$ cat config.mk
export PLATFORM = sky130hd
export DESIGN_NAME = motor_speed_filter_hbridge_drive_top
export DESIGN_NICKNAME = d
export VERILOG_FILES = /design/src/design/msfhd_pkg.sv /design/src/design/msfhd_filter.sv /design/src/design/motor_speed_filter_hbridge_drive_top.sv
export SDC_FILE = /design/constraint.sdc
export NUM_CORES = 2
export LEC_CHECK = 0
export ABC_AREA = 0
export ABC_CLOCK_PERIOD_IN_PS = 23200
export BUFFER_PORTS_ARGS = -buffer_cell sky130_fd_sc_hd__buf_2
export CORE_AREA = 2 2 249 251
export CTS_CLUSTER_DIAMETER = 100
export DETAILED_ROUTE_END_ITERATION = 7
export DIE_AREA = 0 0 251 253
export PLACE_DENSITY_LB_ADDON = 0.05
export SYNTH_ARGS = -nofsm -noshare
export SYNTH_HDL_FRONTEND = slang
export SYNTH_SLANG_ARGS = --single-unit
$ cat constraint.sdc
create_clock -name clk -period 23.2 [get_ports clk]
set_clock_uncertainty 0.1 [all_clocks]
set_input_delay 4.64 -clock clk [delete_from_list [all_inputs] [get_ports clk]]
set_output_delay 4.64 -clock clk [all_outputs]
set_load 0.1 [all_outputs]
$ cat src/design/msfhd_pkg.sv
`timescale 1ns / 1ps

package msfhd_pkg;

  // signed integer speed in percent and signed q7.8 filtered speed
  typedef logic signed [7:0]  speed_t;
  typedef logic signed [15:0] fspeed_t;

  // filter coefficient in q1.8
  typedef logic [8:0] coef_t;
  typedef logic [6:0] duty_t;

  localparam int FRAC_BITS = 8;
  localparam int NUM_CH    = 3;

  localparam coef_t COEF_ONE  = 9'd256;
  localparam speed_t SPEED_MIN = -8'sd100;
  localparam speed_t SPEED_MAX = 8'sd100;
  localparam duty_t DUTY_FULL = 7'd100;

  // operation codes
  localparam logic OP_SET  = 1'b0;
  localparam logic OP_TICK = 1'b1;

  // channel codes
  localparam logic [1:0] CH_LEFT   = 2'd0;
  localparam logic [1:0] CH_RIGHT  = 2'd1;
  localparam logic [1:0] CH_CANNON = 2'd2;

  // configuration register indexes
  localparam logic REG_FILTER_COEF = 1'b0;
  localparam logic REG_PWM_MAX     = 1'b1;

  localparam coef_t COEF_RESET    = 9'd26;
  localparam duty_t PWM_MAX_RESET = 7'd100;

endpackage

$ cat src/design/msfhd_filter.sv
`timescale 1ns / 1ps

module msfhd_filter (
  input  msfhd_pkg::speed_t  target,
  input  msfhd_pkg::fspeed_t filtered,
  input  msfhd_pkg::coef_t   coef,
  output msfhd_pkg::fspeed_t filtered_next,
  output msfhd_pkg::speed_t  whole
);

  logic signed [16:0] target_q;
  logic signed [16:0] diff;
  logic signed [26:0] prod;
  logic signed [26:0] prod_rnd;
  logic signed [18:0] step;
  logic signed [19:0] sum;
  logic               frac_nz;

  // error between target and filtered value, scaled by the coefficient
  always_comb begin
    target_q = 17'($signed({target, 8'b0}));
    diff     = target_q - 17'(filtered);
    prod     = 27'(diff) * $signed({18'b0, coef});
  end

  // step rounded away from zero
  always_comb begin
    prod_rnd = prod[26] ? prod : prod + 27'sd255;
    step     = prod_rnd[26:msfhd_pkg::FRAC_BITS];
    sum      = 20'(filtered) + 20'(step);
  end

  // saturate to the q7.8 range
  always_comb begin
    if (sum > 20'sd32767) begin
      filtered_next = 16'sh7fff;
    end else if (sum < -20'sd32768) begin
      filtered_next = 16'sh8000;
    end else begin
      filtered_next = sum[15:0];
    end
  end

  // integer part truncated toward zero
  always_comb begin
    frac_nz = |filtered_next[7:0];
    if (filtered_next[15] && frac_nz) begin
      whole = filtered_next[15:8] + 8'sd1;
    end else begin
      whole = filtered_next[15:8];
    end
  end

endmodule

$ cat src/design/motor_speed_filter_hbridge_drive_top.sv
`timescale 1ns / 1ps
// a tick item goes from the input register to the result register; the three channel filters
// update in one pass per tick; one item per cycle unless a tick waits for a full result slot
// set items update the target of at most one channel (none for channel code 3) and give no result
// reset (rst, synchronous): targets and filtered speeds to zero, filter_coef 26, pwm_max 100,
// both stream stages empty

module motor_speed_filter_hbridge_drive_top (
  input  logic        clk,
  input  logic        rst,
  // input stream
  input  logic        s_axis_tvalid,
  output logic        s_axis_tready,
  input  logic [7:0]  s_axis_tdata,   // [7:0] speed_request
  input  logic [2:0]  s_axis_tuser,   // [0] operation, [2:1] motor_select
  // result stream
  output logic        m_axis_tvalid,
  input  logic        m_axis_tready,
  // [6:0] bridge_enable_duty, [13:7] left_forward_duty, [20:14] left_reverse_duty,
  // [27:21] right_forward_duty, [34:28] right_reverse_duty, [41:35] cannon_duty, [47:42] zero
  output logic [47:0] m_axis_tdata,
  // configuration writes
  input  logic        cfg_we,
  input  logic        cfg_index,
  input  logic [8:0]  cfg_data
);

  // configuration registers
  msfhd_pkg::coef_t filter_coef;
  msfhd_pkg::duty_t pwm_max;

  // input register
  logic              in_valid;
  logic              in_op;
  logic [1:0]        in_sel;
  msfhd_pkg::speed_t in_req;

  // channel state
  msfhd_pkg::speed_t  target_speed   [msfhd_pkg::NUM_CH];
  msfhd_pkg::fspeed_t filtered_speed [msfhd_pkg::NUM_CH];
  msfhd_pkg::fspeed_t filtered_next  [msfhd_pkg::NUM_CH];
  msfhd_pkg::speed_t  whole          [msfhd_pkg::NUM_CH];

  // result register
  msfhd_pkg::duty_t bridge_duty;
  msfhd_pkg::duty_t left_fwd;
  msfhd_pkg::duty_t left_rev;
  msfhd_pkg::duty_t right_fwd;
  msfhd_pkg::duty_t right_rev;
  msfhd_pkg::duty_t cannon;

  logic               advance;
  msfhd_pkg::coef_t   coef_eff;
  msfhd_pkg::speed_t  track_req;
  msfhd_pkg::speed_t  cannon_req;
  msfhd_pkg::duty_t   bridge_next;
  msfhd_pkg::duty_t   left_fwd_next;
  msfhd_pkg::duty_t   left_rev_next;
  msfhd_pkg::duty_t   right_fwd_next;
  msfhd_pkg::duty_t   right_rev_next;
  msfhd_pkg::duty_t   cannon_next;

  function automatic msfhd_pkg::duty_t duty_of(logic signed [9:0] v, msfhd_pkg::duty_t lim);
    logic signed [9:0] lim_s;
    lim_s = $signed({3'b0, lim});
    if (v[9]) begin
      duty_of = '0;
    end else if (v > lim_s) begin
      duty_of = lim;
    end else begin
      duty_of = v[6:0];
    end
  endfunction

  // the item in the input register moves on unless a tick waits for a full result slot
  assign advance       = in_valid && (in_op == msfhd_pkg::OP_SET || !m_axis_tvalid || m_axis_tready);
  assign s_axis_tready = !in_valid || advance;

  // configuration writes
  always_ff @(posedge clk) begin
    if (rst) begin
      filter_coef <= msfhd_pkg::COEF_RESET;
      pwm_max     <= msfhd_pkg::PWM_MAX_RESET;
    end else if (cfg_we) begin
      case (cfg_index)
        msfhd_pkg::REG_FILTER_COEF: filter_coef <= cfg_data;
        msfhd_pkg::REG_PWM_MAX:     pwm_max     <= cfg_data[6:0];
        default: ;
      endcase
    end
  end

  // input register
  always_ff @(posedge clk) begin
    if (rst) begin
      in_valid <= 1'b0;
    end else if (s_axis_tready) begin
      in_valid <= s_axis_tvalid;
    end
  end

  always_ff @(posedge clk) begin
    if (s_axis_tready && s_axis_tvalid) begin
      in_op  <= s_axis_tuser[0];
      in_sel <= s_axis_tuser[2:1];
      in_req <= s_axis_tdata;
    end
  end

  // coefficients above one act as one
  assign coef_eff = (filter_coef > msfhd_pkg::COEF_ONE) ? msfhd_pkg::COEF_ONE : filter_coef;

  // per-channel clamping of the requested speed
  always_comb begin
    if (in_req < msfhd_pkg::SPEED_MIN) begin
      track_req = msfhd_pkg::SPEED_MIN;
    end else if (in_req > msfhd_pkg::SPEED_MAX) begin
      track_req = msfhd_pkg::SPEED_MAX;
    end else begin
      track_req = in_req;
    end
    if (in_req[7]) begin
      cannon_req = '0;
    end else if (in_req > msfhd_pkg::SPEED_MAX) begin
      cannon_req = msfhd_pkg::SPEED_MAX;
    end else begin
      cannon_req = in_req;
    end
  end

  // one low-pass filter per channel
  for (genvar ch = 0; ch < msfhd_pkg::NUM_CH; ch++) begin : g_filter
    msfhd_filter u_filter (
      .target        (target_speed[ch]),
      .filtered      (filtered_speed[ch]),
      .coef          (coef_eff),
      .filtered_next (filtered_next[ch]),
      .whole         (whole[ch])
    );
  end

  // target and filter state
  always_ff @(posedge clk) begin
    if (rst) begin
      for (int i = 0; i < msfhd_pkg::NUM_CH; i++) begin
        target_speed[i]   <= '0;
        filtered_speed[i] <= '0;
      end
    end else if (advance) begin
      if (in_op == msfhd_pkg::OP_TICK) begin
        for (int i = 0; i < msfhd_pkg::NUM_CH; i++) begin
          filtered_speed[i] <= filtered_next[i];
        end
      end else begin
        case (in_sel)
          msfhd_pkg::CH_LEFT:   target_speed[0] <= track_req;
          msfhd_pkg::CH_RIGHT:  target_speed[1] <= track_req;
          msfhd_pkg::CH_CANNON: target_speed[2] <= cannon_req;
          default: ;
        endcase
      end
    end
  end

  // duties from the new filtered speeds, direction chosen by target sign
  always_comb begin
    if (target_speed[0] != 8'sd0 || target_speed[1] != 8'sd0) begin
      bridge_next = (pwm_max < msfhd_pkg::DUTY_FULL) ? pwm_max : msfhd_pkg::DUTY_FULL;
    end else begin
      bridge_next = '0;
    end
    if (target_speed[0] > 8'sd0) begin
      left_fwd_next = duty_of(10'(whole[0]), pwm_max);
      left_rev_next = '0;
    end else begin
      left_fwd_next = '0;
      left_rev_next = duty_of(-10'(whole[0]), pwm_max);
    end
    if (target_speed[1] > 8'sd0) begin
      right_fwd_next = duty_of(10'(whole[1]), pwm_max);
      right_rev_next = '0;
    end else begin
      right_fwd_next = '0;
      right_rev_next = duty_of(-10'(whole[1]), pwm_max);
    end
    cannon_next = duty_of(10'(whole[2]), pwm_max);
  end

  // result register
  always_ff @(posedge clk) begin
    if (rst) begin
      m_axis_tvalid <= 1'b0;
    end else if (advance && in_op == msfhd_pkg::OP_TICK) begin
      m_axis_tvalid <= 1'b1;
    end else if (m_axis_tready) begin
      m_axis_tvalid <= 1'b0;
    end
  end

  always_ff @(posedge clk) begin
    if (advance && in_op == msfhd_pkg::OP_TICK) begin
      bridge_duty <= bridge_next;
      left_fwd    <= left_fwd_next;
      left_rev    <= left_rev_next;
      right_fwd   <= right_fwd_next;
      right_rev   <= right_rev_next;
      cannon      <= cannon_next;
    end
  end

  assign m_axis_tdata = {6'b0, cannon, right_rev, right_fwd, left_rev, left_fwd, bridge_duty};

  // a tick that moves on always leaves a result behind
  assert property (@(posedge clk) disable iff (rst)
    advance && in_op == msfhd_pkg::OP_TICK |=> m_axis_tvalid)
    else $error("tick transfer produced no result");

  // a set item never creates a result
  assert property (@(posedge clk) disable iff (rst)
    advance && in_op == msfhd_pkg::OP_SET && !m_axis_tvalid |=> !m_axis_tvalid)
    else $error("set item produced a result");

  // forward and reverse are never driven together
  assert property (@(posedge clk) disable iff (rst)
    m_axis_tvalid |-> (left_fwd == '0 || left_rev == '0) && (right_fwd == '0 || right_rev == '0))
    else $error("forward and reverse duty both nonzero");

  // cannon target stays in its unidirectional range
  assert property (@(posedge clk) disable iff (rst)
    !target_speed[2][7] && target_speed[2] <= msfhd_pkg::SPEED_MAX)
    else $error("cannon target out of range");

  // a stalled item holds the input side
  assert property (@(posedge clk) disable iff (rst)
    in_valid && !advance |-> !s_axis_tready && m_axis_tvalid && !m_axis_tready)
    else $error("input stall without a blocked result");

endmodule

==> results.cfg <==
[status]
status = complete, no violations

[critical_path]
largest_stage_delay_on_the_critical_path_ns = 0.82
worst-endpoint-required_ns = 23.28
worstSetupStartpointType = register
crit_path_end_kind = register
critPathMostFrequentCell = inv_1
worstSetupPathType = reg -> reg
critical-path-slowest-cell = mux2i_1
critical_path_peak_fanout = 12
crit_path_arrival_time_ns = 15.94

[floorplan]
horiz_die_dim_um = 251
start_util_pct = 49.3
rows = 91
top_level_ports = 76
core-area_mm2 = 0.0610
die-height_um = 253
dieArea_mm2 = 0.0635

[global_routing]
number_of_antenna_violations_at_the_first_check_in_global_routing = 4
grt_pass1_vias = 25100
grt_pass1_wl_um = 138000
track_usage_pct = 27.8
grt_start_max_net_pins = 69
gr-total-overflow = 0

[final_layout]
antenna_cells_inserted = 0
n_fill_cell = 5839
layout_cells_sized_above_1_pct = 5.20
finalNetCount = 4265
syn2layout_area_growth_pct = 5.92

[clock_tree]
clock_sink_count = 142
ctsResizeCount = 0
tritoncts.num_buffers = 17
cts-root-to-sink-buffers = 2
post_cts_buffers = 0
cts_tree = done
hold_buffers = 0
h-tree-depth = 4
cts.root.buffer_cell = clkbuf_16
worst_skew_pair.late_latency_ns = 0.46
cts.reportedPaths.clkPinSlew_ns = 0.08

[flow_run]
max_cap_check_violation_count = 0

[logic_synthesis]
post_synth_inst_count = 3523
number_of_enable_type_register_cells_in_the_synthesized_netlist = 124
yosys_register_bits = 142
synth_flop_cell = edfxtp_1
postSynth.asyncResetShare_pct = 0
yosys.area.top_type_share_pct = 25.9
postSynthAreaPerCell_um2 = 8.54
netlist_top_cells_area = fa_1 (26%), ha_1 (13%), edfxtp_1 (12%)
yosys.area.top_type = fa_1
synth.distinct_cells = 92
synth.yosys.seq_area_share_pct = 13.6
yosys_warning_total = 0
synthesis.area_mm2 = 0.0301

[drt]
drtAntennaViolNets = 0
detailed_route_via_count = 24700
initialDrtViolationCount = 1580
detail_route.wl_per_cell_um = 20.0
detail_route.vias_per_cell = 5.67
drt_pass1_iterations = 5
route.detailed.drc = 0
final_routed_wirelength_um = 87100

[placed_design]
place_congestion = 0.950
port-buffer-count = 69
post-dp-hpwl_um = 69600

[timing]
timing.slew.headroom_pct = 25.5
rsz0062_at_grt = false
fin_hold_ws_ns = 0.369
finalSetupViolCount = 0
max_freq_ghz = 0.0631
min_period_over_period_pct = 68.3
transition_time_at_the_pin_with_the_least_slew_margin_ns = 1.11
final_critical_path_time_including_i_o_delays_and_setup_ns = 15.86
maxSlewViolCount = 0
finalSetupTns_ns = 0
final-hold-violation-count = 0

[min_path]
hold_path_class = reg -> reg
[worst max-delay path: cells and delay by family (launching register included)]
family,cells,cell delay (ns)
AOI/OAI and AO/OA,18,5.54
xor gates and xnor gates,5,1.13
adders and majority gates,11,4.40
buffers and inverters,8,1.15
DFF,1,0.50
muxes,2,0.99
and+or+nand+nor,11,1.74
[metrics by stage]
step,utilization [%],worst slack [ns],cell area (um2),std cells
after CTS,52.2,7.47,31900,4350
final,52.2,7.34,31900,4350
after global routing,52.2,6.41,31900,4350
after detailed placement,51.3,7.56,31300,4318
after global placement,51.3,7.83,31300,4318
after floorplan,-,9.77,30100,3528
[layout make-up]
| class | instances | area, um2 | area share [%] |
|---|---|---|---|
| Tap cell | 790 | 988 | 3.10 |
| Clock inverter | 15 | 130 | 0.408 |
| Timing Repair Buffer | 100 | 578 | 1.81 |
| Clock buffer | 17 | 425 | 1.33 |
| Multi-Input combinational cell | 2738 | 23600 | 74.1 |
| Sequential cell | 142 | 4090 | 12.8 |
| Inverter | 548 | 2060 | 6.45 |
[placed cells by master, fill, tap and decap left out, types with 17 or more instances in the layout]
cell type  synthesis  final
nor2b_1           43     36
a21oi_1          194    194
nor2_1           366    365
dfxtp_1           18     17
and2_1           110    110
o21ai_0           86     85
clkbuf_16          0     17
fa_1             390    390
buf_4              6     31
o21bai_1          37     37
o211ai_1          23     23
nand2_1          351    351
buf_2              5     69
nor3_1            54     53
a211oi_1          29     29
ha_1             302    302
a31oi_1           22     22
nand3_1           53     53
inv_1            545    545
mux2i_1           20     20
xnor2_1          176    176
nand2b_1          45     45
a21o_1            53     53
o21a_1            28     28
edfxtp_1         124    124
xor2_1            94     94
nor4_1            25     24
nand4_1           17     17
[registers in the layout, indices dropped and copies added (netlist names)]
register,flops
left_rev,7
in_op,1
target_speed,23
in_sel,2
cannon,7
right_rev,7
filter_coef,9
m_axis_tvalid,1
left_fwd,7
right_fwd,7
in_valid,1
pwm_max,7
bridge_duty,7
filtered_speed,48
in_req,8
[synth_stat cells (43+ instances only)]
cell and n:
nor3_1 54, nand2_1 351, xnor2_1 176, and2_1 110, clkbuf_1 81, a21oi_1 194, edfxtp_1 124, nor2b_1 43
o21ai_0 86, ha_1 302, nand3_1 53, nand2b_1 45, fa_1 390, xor2_1 94, inv_1 545, nor2_1 366
a21o_1 53
[cells by family after synthesis]
group,Yosys count,synth area share (%)
buffers and inverters,648,8.25
XOR/XNOR,270,7.86
multiplexers,23,0.777
other,1,0.0125
flip-flops,142,13.6
adder cells (fa/ha/maj),692,38.5
AND/OR/NAND/NOR,1150,18.0
AO/OA/AOI/OAI,597,13.1
[metal layers]
layer  track usage, %  share of wire (%)  vias up  wire length, um
met5                0              0.026        -               23
met4             8.78                3.1        4             2730
met3             2.92                4.9      122             4270
met2             46.4                 47      649            41000
met1             38.2                 45    12300            39100
li1                 -                  -    11600                -
[worst paths after layout]
kind	startpoint	end	slack, ns	cells after the start
worst max-delay path	filtered_speed[0][0]	left_rev[6]	7.34	55
worst min-delay path	filter_coef[7]	filter_coef[7]	0.37	2
worst max register to register	filtered_speed[0][0]	left_rev[6]	7.34	55
worst min register to register	filter_coef[7]	filter_coef[7]	0.37	2
Power is not shown: default switching activity piles up to over one toggle a cycle in this logic, so the estimate is an artifact.
